**config.mk**
```make
export PLATFORM = sky130hd
export DESIGN_NAME = swr_seq
export DESIGN_NICKNAME = d
export VERILOG_FILES = /design/src/rtl/swr_pkg.sv /design/src/rtl/swr_seq.sv
export SDC_FILE = /design/constraint.sdc
export NUM_CORES = 1
export LEC_CHECK = 0
export BUFFER_PORTS_ARGS = -buffer_cell sky130_fd_sc_hd__buf_4
export CAP_MARGIN = 20
export CORE_MARGIN = 4
export CORE_UTILIZATION = 45
export CTS_BUF_LIST = sky130_fd_sc_hd__clkbuf_16
export DETAILED_ROUTE_END_ITERATION = 7
export PLACE_DENSITY_LB_ADDON = 0.25
export REMOVE_ABC_BUFFERS = 1
export SLEW_MARGIN = 20
export SYNTH_ARGS = -nofsm -noshare
export SYNTH_HDL_FRONTEND = slang
export SYNTH_SLANG_ARGS = --single-unit
export TNS_END_PERCENT = 50
```
**constraint.sdc**
```tcl
create_clock -name clk -period 4.3 [get_ports clk]
set_input_delay 1.29 -clock clk [delete_from_list [all_inputs] [get_ports clk]]
set_output_delay 1.29 -clock clk [all_outputs]
set_load 0.01 [all_outputs]
```
**src/rtl/swr_pkg.sv**
```systemverilog
// Package with the item types and status codes of the square window rotator.
package swr_pkg;

    localparam int CELL_W = 17;

    localparam logic [1:0] ST_OK      = 2'd0;
    localparam logic [1:0] ST_WIN_ERR = 2'd1;
    localparam logic [1:0] ST_RD_ERR  = 2'd2;

    localparam logic REQ_ROTATE = 1'b0;
    localparam logic REQ_READ   = 1'b1;

    localparam logic DIR_CW = 1'b0;

    typedef struct packed {
        logic       req_type;
        logic [8:0] center_row;
        logic [8:0] center_col;
        logic [6:0] radius;
        logic       direction;
        logic [8:0] read_row;
        logic [8:0] read_col;
    } swr_req_t;

    typedef struct packed {
        logic [CELL_W-1:0] cell_value;
        logic [1:0]        status;
    } swr_res_t;

endpackage

```
**src/rtl/swr_seq.sv**
```systemverilog
// Sequencer that fills, copies and rewrites the grid through the two memories.
module swr_seq #(
    parameter int MAX_SIDE = 256
) (
    input  logic                     clk,
    input  logic                     rst_n,
    input  logic                     start,
    output logic                     busy,
    input  swr_pkg::swr_req_t        req,
    output logic                     done,
    output swr_pkg::swr_res_t        result,
    input  logic                     cfg_we,
    input  logic [8:0]               cfg_data,
    output logic                     grid_we,
    output logic [$clog2(MAX_SIDE*MAX_SIDE)-1:0] grid_waddr,
    output logic [swr_pkg::CELL_W-1:0] grid_wdata,
    output logic [$clog2(MAX_SIDE*MAX_SIDE)-1:0] grid_raddr,
    input  logic [swr_pkg::CELL_W-1:0] grid_rdata,
    output logic                     copy_we,
    output logic [$clog2(MAX_SIDE*MAX_SIDE)-1:0] copy_waddr,
    output logic [swr_pkg::CELL_W-1:0] copy_wdata,
    output logic [$clog2(MAX_SIDE*MAX_SIDE)-1:0] copy_raddr,
    input  logic [swr_pkg::CELL_W-1:0] copy_rdata
);
    import swr_pkg::*;

    localparam int AW = $clog2(MAX_SIDE * MAX_SIDE);
    localparam int IW = (MAX_SIDE > 1) ? $clog2(MAX_SIDE) : 1;
    localparam int SW = $clog2(MAX_SIDE + 1);
    localparam int CW = 12;

    localparam logic [2:0] S_IDLE  = 3'd0;
    localparam logic [2:0] S_FILL  = 3'd1;
    localparam logic [2:0] S_COPY  = 3'd2;
    localparam logic [2:0] S_DRAIN = 3'd3;
    localparam logic [2:0] S_WB    = 3'd4;
    localparam logic [2:0] S_RD    = 3'd5;
    localparam logic [2:0] S_FIN   = 3'd6;

    logic [2:0]        state_reg, state_next;
    logic [SW-1:0]     side_reg, side_next;
    logic [IW-1:0]     fr_reg, fr_next, fc_reg, fc_next;
    logic [CELL_W-1:0] cnt_reg, cnt_next;
    logic [7:0]        a_reg, a_next, b_reg, b_next, s1_reg, s1_next;
    logic [IW-1:0]     top_reg, top_next, left_reg, left_next;
    logic              dir_reg, dir_next;
    logic              pv_reg, pv_next;
    logic [AW-1:0]     pa_reg, pa_next;
    logic              isread_reg, isread_next;
    logic [1:0]        status_reg, status_next;
    logic [AW-1:0]     raddr_reg, raddr_next;

    logic [CW-1:0] side_w, cr_w, cc_w, rad_w, rr_w, rc_w, sat_w;
    logic          win_ok, rd_ok, fill_in;
    logic [7:0]    src_a, src_b;
    logic [AW-1:0] cur_addr, src_addr, fill_addr;

    function automatic logic [AW-1:0] addr_of(input logic [IW-1:0] row,
                                              input logic [IW-1:0] col);
        addr_of = AW'(AW'(row) * AW'(MAX_SIDE)) + AW'(col);
    endfunction

    always_comb
    begin
        side_w = CW'(side_reg);
        cr_w   = CW'(req.center_row);
        cc_w   = CW'(req.center_col);
        rad_w  = CW'(req.radius);
        rr_w   = CW'(req.read_row);
        rc_w   = CW'(req.read_col);
        sat_w  = CW'(cfg_data);
        if (sat_w == '0)
        begin
            sat_w = CW'(1);
        end
        if (sat_w > CW'(MAX_SIDE))
        begin
            sat_w = CW'(MAX_SIDE);
        end
        win_ok = (cr_w >= rad_w + CW'(1)) && (cr_w + rad_w <= side_w) &&
                 (cc_w >= rad_w + CW'(1)) && (cc_w + rad_w <= side_w);
        rd_ok  = (rr_w >= CW'(1)) && (rr_w <= side_w) &&
                 (rc_w >= CW'(1)) && (rc_w <= side_w);
        fill_in = (CW'(fr_reg) < side_w) && (CW'(fc_reg) < side_w);
        if (dir_reg == DIR_CW)
        begin
            src_a = s1_reg - b_reg;
            src_b = a_reg;
        end
        else
        begin
            src_a = b_reg;
            src_b = s1_reg - a_reg;
        end
        cur_addr  = addr_of(top_reg + IW'(a_reg), left_reg + IW'(b_reg));
        src_addr  = addr_of(top_reg + IW'(src_a), left_reg + IW'(src_b));
        fill_addr = addr_of(fr_reg, fc_reg);
    end

    always_comb
    begin
        state_next  = state_reg;
        side_next   = side_reg;
        fr_next     = fr_reg;
        fc_next     = fc_reg;
        cnt_next    = cnt_reg;
        a_next      = a_reg;
        b_next      = b_reg;
        s1_next     = s1_reg;
        top_next    = top_reg;
        left_next   = left_reg;
        dir_next    = dir_reg;
        pv_next     = 1'b0;
        pa_next     = cur_addr;
        isread_next = isread_reg;
        status_next = status_reg;
        raddr_next  = raddr_reg;
        unique case (state_reg)
            S_IDLE:
            begin
                if (start)
                begin
                    isread_next = (req.req_type == REQ_READ);
                    if (req.req_type == REQ_READ)
                    begin
                        raddr_next = addr_of(IW'(rr_w - CW'(1)), IW'(rc_w - CW'(1)));
                        status_next = rd_ok ? ST_OK : ST_RD_ERR;
                        state_next  = rd_ok ? S_RD : S_FIN;
                    end
                    else
                    begin
                        status_next = win_ok ? ST_OK : ST_WIN_ERR;
                        state_next  = win_ok ? S_COPY : S_FIN;
                        top_next    = IW'(cr_w - CW'(1) - rad_w);
                        left_next   = IW'(cc_w - CW'(1) - rad_w);
                        s1_next     = {req.radius, 1'b0};
                        dir_next    = req.direction;
                        a_next      = '0;
                        b_next      = '0;
                    end
                end
            end
            S_FILL:
            begin
                if (fill_in)
                begin
                    cnt_next = cnt_reg + CELL_W'(1);
                end
                if (fc_reg == IW'(MAX_SIDE - 1))
                begin
                    fc_next = '0;
                    fr_next = fr_reg + IW'(1);
                    if (fr_reg == IW'(MAX_SIDE - 1))
                    begin
                        state_next = S_IDLE;
                    end
                end
                else
                begin
                    fc_next = fc_reg + IW'(1);
                end
            end
            S_COPY, S_WB:
            begin
                pv_next = 1'b1;
                if (b_reg == s1_reg)
                begin
                    b_next = '0;
                    a_next = a_reg + 8'd1;
                    if (a_reg == s1_reg)
                    begin
                        a_next     = '0;
                        state_next = (state_reg == S_COPY) ? S_DRAIN : S_FIN;
                    end
                end
                else
                begin
                    b_next = b_reg + 8'd1;
                end
            end
            S_DRAIN: state_next = S_WB;
            S_RD:    state_next = S_FIN;
            S_FIN:   state_next = S_IDLE;
            default: state_next = S_IDLE;
        endcase
        if (cfg_we)
        begin
            side_next  = SW'(sat_w);
            state_next = S_FILL;
            fr_next    = '0;
            fc_next    = '0;
            cnt_next   = CELL_W'(1);
        end
    end

    always_ff @(posedge clk or negedge rst_n)
    begin
        if (!rst_n)
        begin
            state_reg  <= S_FILL;
            side_reg   <= SW'(MAX_SIDE);
            fr_reg     <= '0;
            fc_reg     <= '0;
            cnt_reg    <= CELL_W'(1);
            a_reg      <= '0;
            b_reg      <= '0;
            pv_reg     <= 1'b0;
            isread_reg <= 1'b0;
            status_reg <= ST_OK;
        end
        else
        begin
            state_reg  <= state_next;
            side_reg   <= side_next;
            fr_reg     <= fr_next;
            fc_reg     <= fc_next;
            cnt_reg    <= cnt_next;
            a_reg      <= a_next;
            b_reg      <= b_next;
            pv_reg     <= pv_next;
            isread_reg <= isread_next;
            status_reg <= status_next;
        end
    end

    always_ff @(posedge clk)
    begin
        s1_reg    <= s1_next;
        top_reg   <= top_next;
        left_reg  <= left_next;
        dir_reg   <= dir_next;
        pa_reg    <= pa_next;
        raddr_reg <= raddr_next;
    end

    always_comb
    begin
        busy       = (state_reg != S_IDLE);
        done       = (state_reg == S_FIN);
        result.status     = status_reg;
        result.cell_value = (isread_reg && status_reg == ST_OK) ? grid_rdata : '0;
        grid_raddr = (state_reg == S_RD) ? raddr_reg : cur_addr;
        copy_raddr = src_addr;
        copy_we    = pv_reg && (state_reg == S_COPY || state_reg == S_DRAIN);
        copy_waddr = pa_reg;
        copy_wdata = grid_rdata;
        if (state_reg == S_FILL)
        begin
            grid_we    = 1'b1;
            grid_waddr = fill_addr;
            grid_wdata = fill_in ? cnt_reg : '0;
        end
        else
        begin
            grid_we    = pv_reg && (state_reg == S_WB || state_reg == S_FIN);
            grid_waddr = pa_reg;
            grid_wdata = copy_rdata;
        end
    end

endmodule

```
======== Yosys cells after proc, flatten, opt, wreduce, memory -nomap -nowiden ========
Cells that the tools add are included.
word-level totals
  register bits ........................... 121
  input bits .............................. 92
  output and inout bits ................... 121
  word-level logic and storage cells ...... 140
operators by class
  add/subtract/negate cells ............... 24
  magnitude comparators ................... 11
  equality and inequality tests ........... 18
  muxes and demuxes ....................... 41
  bitwise logic cells ..................... 1
  reductions and logical operators ........ 29
operators by type and width
  kind                                                            count
  two-way mux 8 bit                                               13
  two-way mux 17 bit                                              6
  adder 16 x 8 -> 16 bit                                          4
  adder 8 x 1 -> 8 bit, second input constant                     4
  adder 8 bit                                                     4
  two-way mux 16 bit                                              2
  one-hot mux 8 bit (2 select lines)                              2
  subtractor 8 x 1 -> 8 bit, second input constant                4
  subtractor 8 bit                                                4
  two-way mux 3 bit                                               9
  adder 9 x 7 -> 10 bit                                           2
  <= comparator 10 x 9 -> 1 bit                                   2
  >= comparator 9 x 1 -> 1 bit, second input constant             2
  >= comparator 9 x 8 -> 1 bit                                    2
  <= comparator 9 bit                                             2
  < comparator 8 x 9 -> 1 bit                                     2
  two-way mux 9 bit                                               2
  adder 17 x 1 -> 17 bit, second input constant                   1
  == test 8 bit                                                   2
  == test 8 bit, second input constant                            2
  != test 3 bit, second input constant                            5
  one-hot mux 3 bit (5 select lines)                              1
  greater-than comparator 12 x 9 -> 1 bit, second input constant  1
  logical AND 1 bit                                               10
  other kinds (19)                                                36

======== Depth between registers and ports, before layout ========
  depth in word-level cells ............... 10
  mapped depth ............................ 15
  gate-level depth less buffers ........... 15

======== Worst setup path before layout ========
OpenSTA, ideal clock, no wires.
  path kind ............................... register to output
  start point ............................. reg b_reg[1]
  end point ............................... out copy_raddr[15]
  data arrival time ....................... 2.767 ns
  data required time ...................... 3.010 ns
  setup slack ............................. 0.243 ns
  stages on the path, launching flop included .. 15
  path buffers ............................ 0
  cells stage by stage .................... dfrtp_1 -> inv_1 -> ha_1 -> nor2b_1 -> o21ai_0 -> a21oi_1 -> nor2_1 -> xor2_1 -> o21ai_0 -> ha_1 -> or2_2 -> a21oi_1 -> a21oi_1 -> xnor2_1 -> xnor2_1
between the ends
  longest elaborated chain between the ends .. 4
RTL lines
  item                        RTL line        RTL
  from (decl)                 swr_seq.sv:44   logic [7:0] a_reg, a_next, b_reg, b_next, s1_reg, s1_next;
  from (signal assigned)      swr_seq.sv:219  b_reg <= b_next;
  subtractor 8 bit            swr_seq.sv:87   src_a = s1_reg - b_reg;
  two-way mux 8 bit (*)       swr_seq.sv:85   if (dir_reg == DIR_CW)
  adder 8 bit (*)             swr_seq.sv:96   src_addr = addr_of(top_reg + IW'(src_a), left_reg + IW'(src_b));
  adder 16 x 8 -> 16 bit (*)  swr_seq.sv:60   addr_of = AW'(AW'(row) * AW'(MAX_SIDE)) + AW'(col);
  to (decl)                   swr_seq.sv:22   output logic [$clog2(MAX_SIDE*MAX_SIDE)-1:0] copy_raddr,
Mark *: on every way between the ends. The rest lies on a longest branch, timed or not.

======== Worst setup path in the final report ========
  start point ............................. reg b_reg[1]
  end point ............................... out copy_raddr[14]
Same word-level chain as after synthesis.

==> results.py <==
metrics = {
    "pwr": {
        "switching_share_pct": 41.1,
        "power_mw": 7.03,
        "p_clk_share_pct": 19.7,
        "power_density_nw_per_um2": 523,
        "comb_power_share_pct": 56.9,
        "cellLeakagePower_nw": 6.19,
        "pwr-share-seq_pct": 23.5,
        "p_int_mw": 4.14,
        "peakVddDrop_v": 0.000251,
        "p_switching_mw": 2.89,
    },
    "setup_path": {
        "critPathMaxStageDelay_ps": 450,
        "start_kind": "register",
        "endpoint": "copy_raddr[14]",
        "critical_path_arrival_ps": 3230,
        "cp.depth": 15,
        "cp_max_fo": 4,
        "rrSetupSlack_ps": 1490,
        "cpLargestDelayFamily": "compound AO/OA/AOI/OAI gates",
        "startpoint": "b_reg[1]",
        "cp-end-kind": "output pin",
        "cp.required_ps": 3010,
        "reg2regPathDepth": 7,
        "critPathMostFrequentCell": "buf_4",
        "crit_buf_inv": 4,
        "r2r-start": "side_reg[4]",
        "path_cells": "inv_2, ha_4, nor2b_2, o21ai_2, buf_4, nand2b_1, xnor2_1, o21ai_1, ha_1, buf_4, a21oi_2, o21ai_0, a21oi_1, xnor2_2, buf_4",
        "cp_slowest_cell": "dfrtp_2",
        "rr_endpoint": "cnt_reg[7]",
        "crit_type": "register to output pin",
    },
    "timing": {
        "holdWs_ps": 507,
        "min_period_over_period_pct": 105,
        "hold_violations": 0,
        "maxSlewViolCount": 0,
        "fin_ws_ps": -218,
        "skew_ps": 8.25,
        "setup_viol": 5,
        "max-slew-margin-rel_pct": 41.1,
        "min_period_ps": 4520,
        "rsz0062_at_grt": "true",
        "tightest_slew_ps": 884,
        "max_freq_ghz": 0.221,
    },
    "die": {
        "core_sq_um": 22800,
        "start_util_pct": 46.3,
        "pin_count": 213,
        "die_y_microns": 161,
        "fp.dieW_microns": 161,
        "dieArea_sq_um": 26000,
        "rows": 55,
    },
    "clock_tree": {
        "cts_root_buffer": "clkbuf_16",
        "cts_tree": "built",
        "cts_max_level": 4,
        "clock-sinks": 121,
        "clock_latency_ps": 420,
        "cts_buffers": 17,
        "clk_pin_slew_worst_paths_ps": 60,
        "cts_buffer_depth": 2,
        "hold_buffers": 0,
    },
    "yosys": {
        "syn_area_per_cell_sq_um": 8.88,
        "synth_warnings": 0,
        "synth_edf_count": 40,
        "seq_area_frac_synth_pct": 29.8,
        "synthArstFlopShare_pct": 53.7,
        "yosysTopAreaCellShare_pct": 17.3,
        "synth.area.top_cells": "ha_1 17%, dfrtp_1 15%, edfxtp_1 11%, xnor2_1 4.6%, nand2_1 4.0%",
        "ys.flop_type": "dfrtp_1",
        "syn_inst": 1191,
        "synth-seq-cells": 121,
        "yosysUniqueCellTypes": 74,
        "syn-cell-area_sq_um": 10600,
        "yosys.area.top_type": "ha_1",
    },
    "global_route": {
        "overflow": 0,
        "grt_pass1_wl_mm": 49.7,
        "first_global_vias": 9520,
        "grt_max_degree": 66,
        "antenna_found_initial": 0,
        "grt_use_total_pct": 23.6,
    },
    "detailed_routing": {
        "dr.pass1.iters": 5,
        "avgRoutedWirePerCell_microns": 18.0,
        "vias_per_cell": 5.57,
        "drc": 0,
        "vias": 9695,
        "drtIter0Drc": 734,
        "wl_mm": 31.4,
        "ant_nets": 0,
    },
    "status": {
        "violations": "negative setup slack",
        "outcome": "finished, violations left",
    },
    "layout": {
        "mostFrequentLayoutCell": "buf_4",
        "largest_register_ffs": 17,
        "drive_gt1_share_pct": 25.5,
        "final_cell_mix": "262 x buf_4, 143 x ha_1, 114 x nand2_1, 84 x nor2_1, 82 x inv_1",
        "final_cell_count_no_fill": 1742,
        "nets": 1664,
        "diodes": 0,
        "area.growth.synth_to_final_pct": 27.1,
    },
    "job": {
        "maxCapViolCount": 0,
    },
    "placed_design": {
        "placedCellCount": 1685,
        "dpl.hpwl_mm": 24.4,
        "gp_congestion": 0.923,
        "io_buffers": 212,
    },
    "worst_hold_path": {
        "hold_class": "register to register",
    },
}
[cell type report]
cell class,instances,area (sq um)
well taps,313,392
clock inverters,15,140
repair buffers,263,1980
multi-input cells,926,7030
flip-flops and latches,121,3150
clock buffers,17,425
fillers,2057,9400
inverters,87,327
[cells by family (layout without fill, tap and decap cells)]
logic type,count (synthesis),after routing,share of synthesized area (%)
buf+inv,144,382,5.90
fa+ha+maj,156,156,19.2
mux,21,21,2.17
flops,121,121,29.8
simple gates,395,395,18.8
xor+xnor,91,91,7.54
compound gates,263,263,16.6
[per-layer routing]
metal | wire (microns) | vias to the layer above | global-route usage (%)
met4 | 851 | 0 | 7.21
met5 | 0 | - | 0
met2 | 15300 | 348 | 40.9
met1 | 13100 | 4598 | 30.0
met3 | 2130 | 52 | 4.47
li1 | - | 4697 | -
[what timing repair did]
| item | CTS | global route |
|---|---|---|
| pin swaps | 29 | 43 |
| setup buffers | 16 | 10 |
| setup endpoints to repair | 6 | 9 |
| gates resized for setup | 26 | 36 |
[power groups by stage]
stage          registers [mW]  clock network, mW  logic [mW]
2_1_floorplan            1.65                  0        2.04
3_3_place_gp             1.66                  0        3.65
3_5_place_dp             1.66                  0        3.70
4_1_cts                  1.64               1.39        3.85
5_1_grt                  1.68               1.46        4.38
6_report                 1.65               1.38        4.00
[worst min-delay path by stage]
stage / cells after the start / startpoint / slack, ps / endpoint
2_1_floorplan: 1 / isread_reg / 440 / isread_reg
3_3_place_gp: 1 / isread_reg / 470 / isread_reg
3_5_place_dp: 1 / isread_reg / 500 / isread_reg
4_1_cts: 1 / isread_reg / 520 / isread_reg
5_1_grt: 1 / isread_reg / 530 / isread_reg
6_report: 1 / isread_reg / 510 / isread_reg
[synthesized netlist by cell type, types with 6 or more instances]
| library cell | number |
|---|---|
| or4_1 | 15 |
| nand2b_1 | 15 |
| fa_1 | 10 |
| mux2_2 | 14 |
| nand3_1 | 30 |
| o21ai_1 | 24 |
| mux2i_1 | 6 |
| nor2b_1 | 20 |
| o21bai_1 | 10 |
| xor2_1 | 36 |
| dfxtp_1 | 16 |
| nor3_1 | 30 |
| and3_1 | 10 |
| edfxtp_1 | 40 |
| ha_1 | 146 |
| nor3b_1 | 6 |
| dfrtp_1 | 62 |
| clkbuf_1 | 31 |
| o21a_1 | 9 |
| a21oi_1 | 65 |
| xnor2_1 | 55 |
| nand4_1 | 14 |
| o31ai_1 | 23 |
| buf_4 | 17 |
| nand2_1 | 114 |
| nor2_1 | 85 |
| a22o_1 | 19 |
| o41ai_1 | 6 |
| inv_1 | 87 |
| and2_1 | 20 |
| o22ai_1 | 10 |
| a211oi_1 | 8 |
| a21o_1 | 13 |
| o21ai_0 | 29 |
| nor4_1 | 8 |
[metrics by stage]
stage	setup WS [ps]	setup TNS, ps	utilization (%)	area, sq um
2_1_floorplan	231	0	-	10300
3_3_place_gp	49.7	0	54.6	12500
3_5_place_dp	-51.5	-51.5	54.6	12500
4_1_cts	-204	-387	57.9	13200
5_1_grt	-440	-2010	58.8	13400
6_report	-218	-706	58.8	13400
No activity file was read; power rests on OpenSTA's default activity.
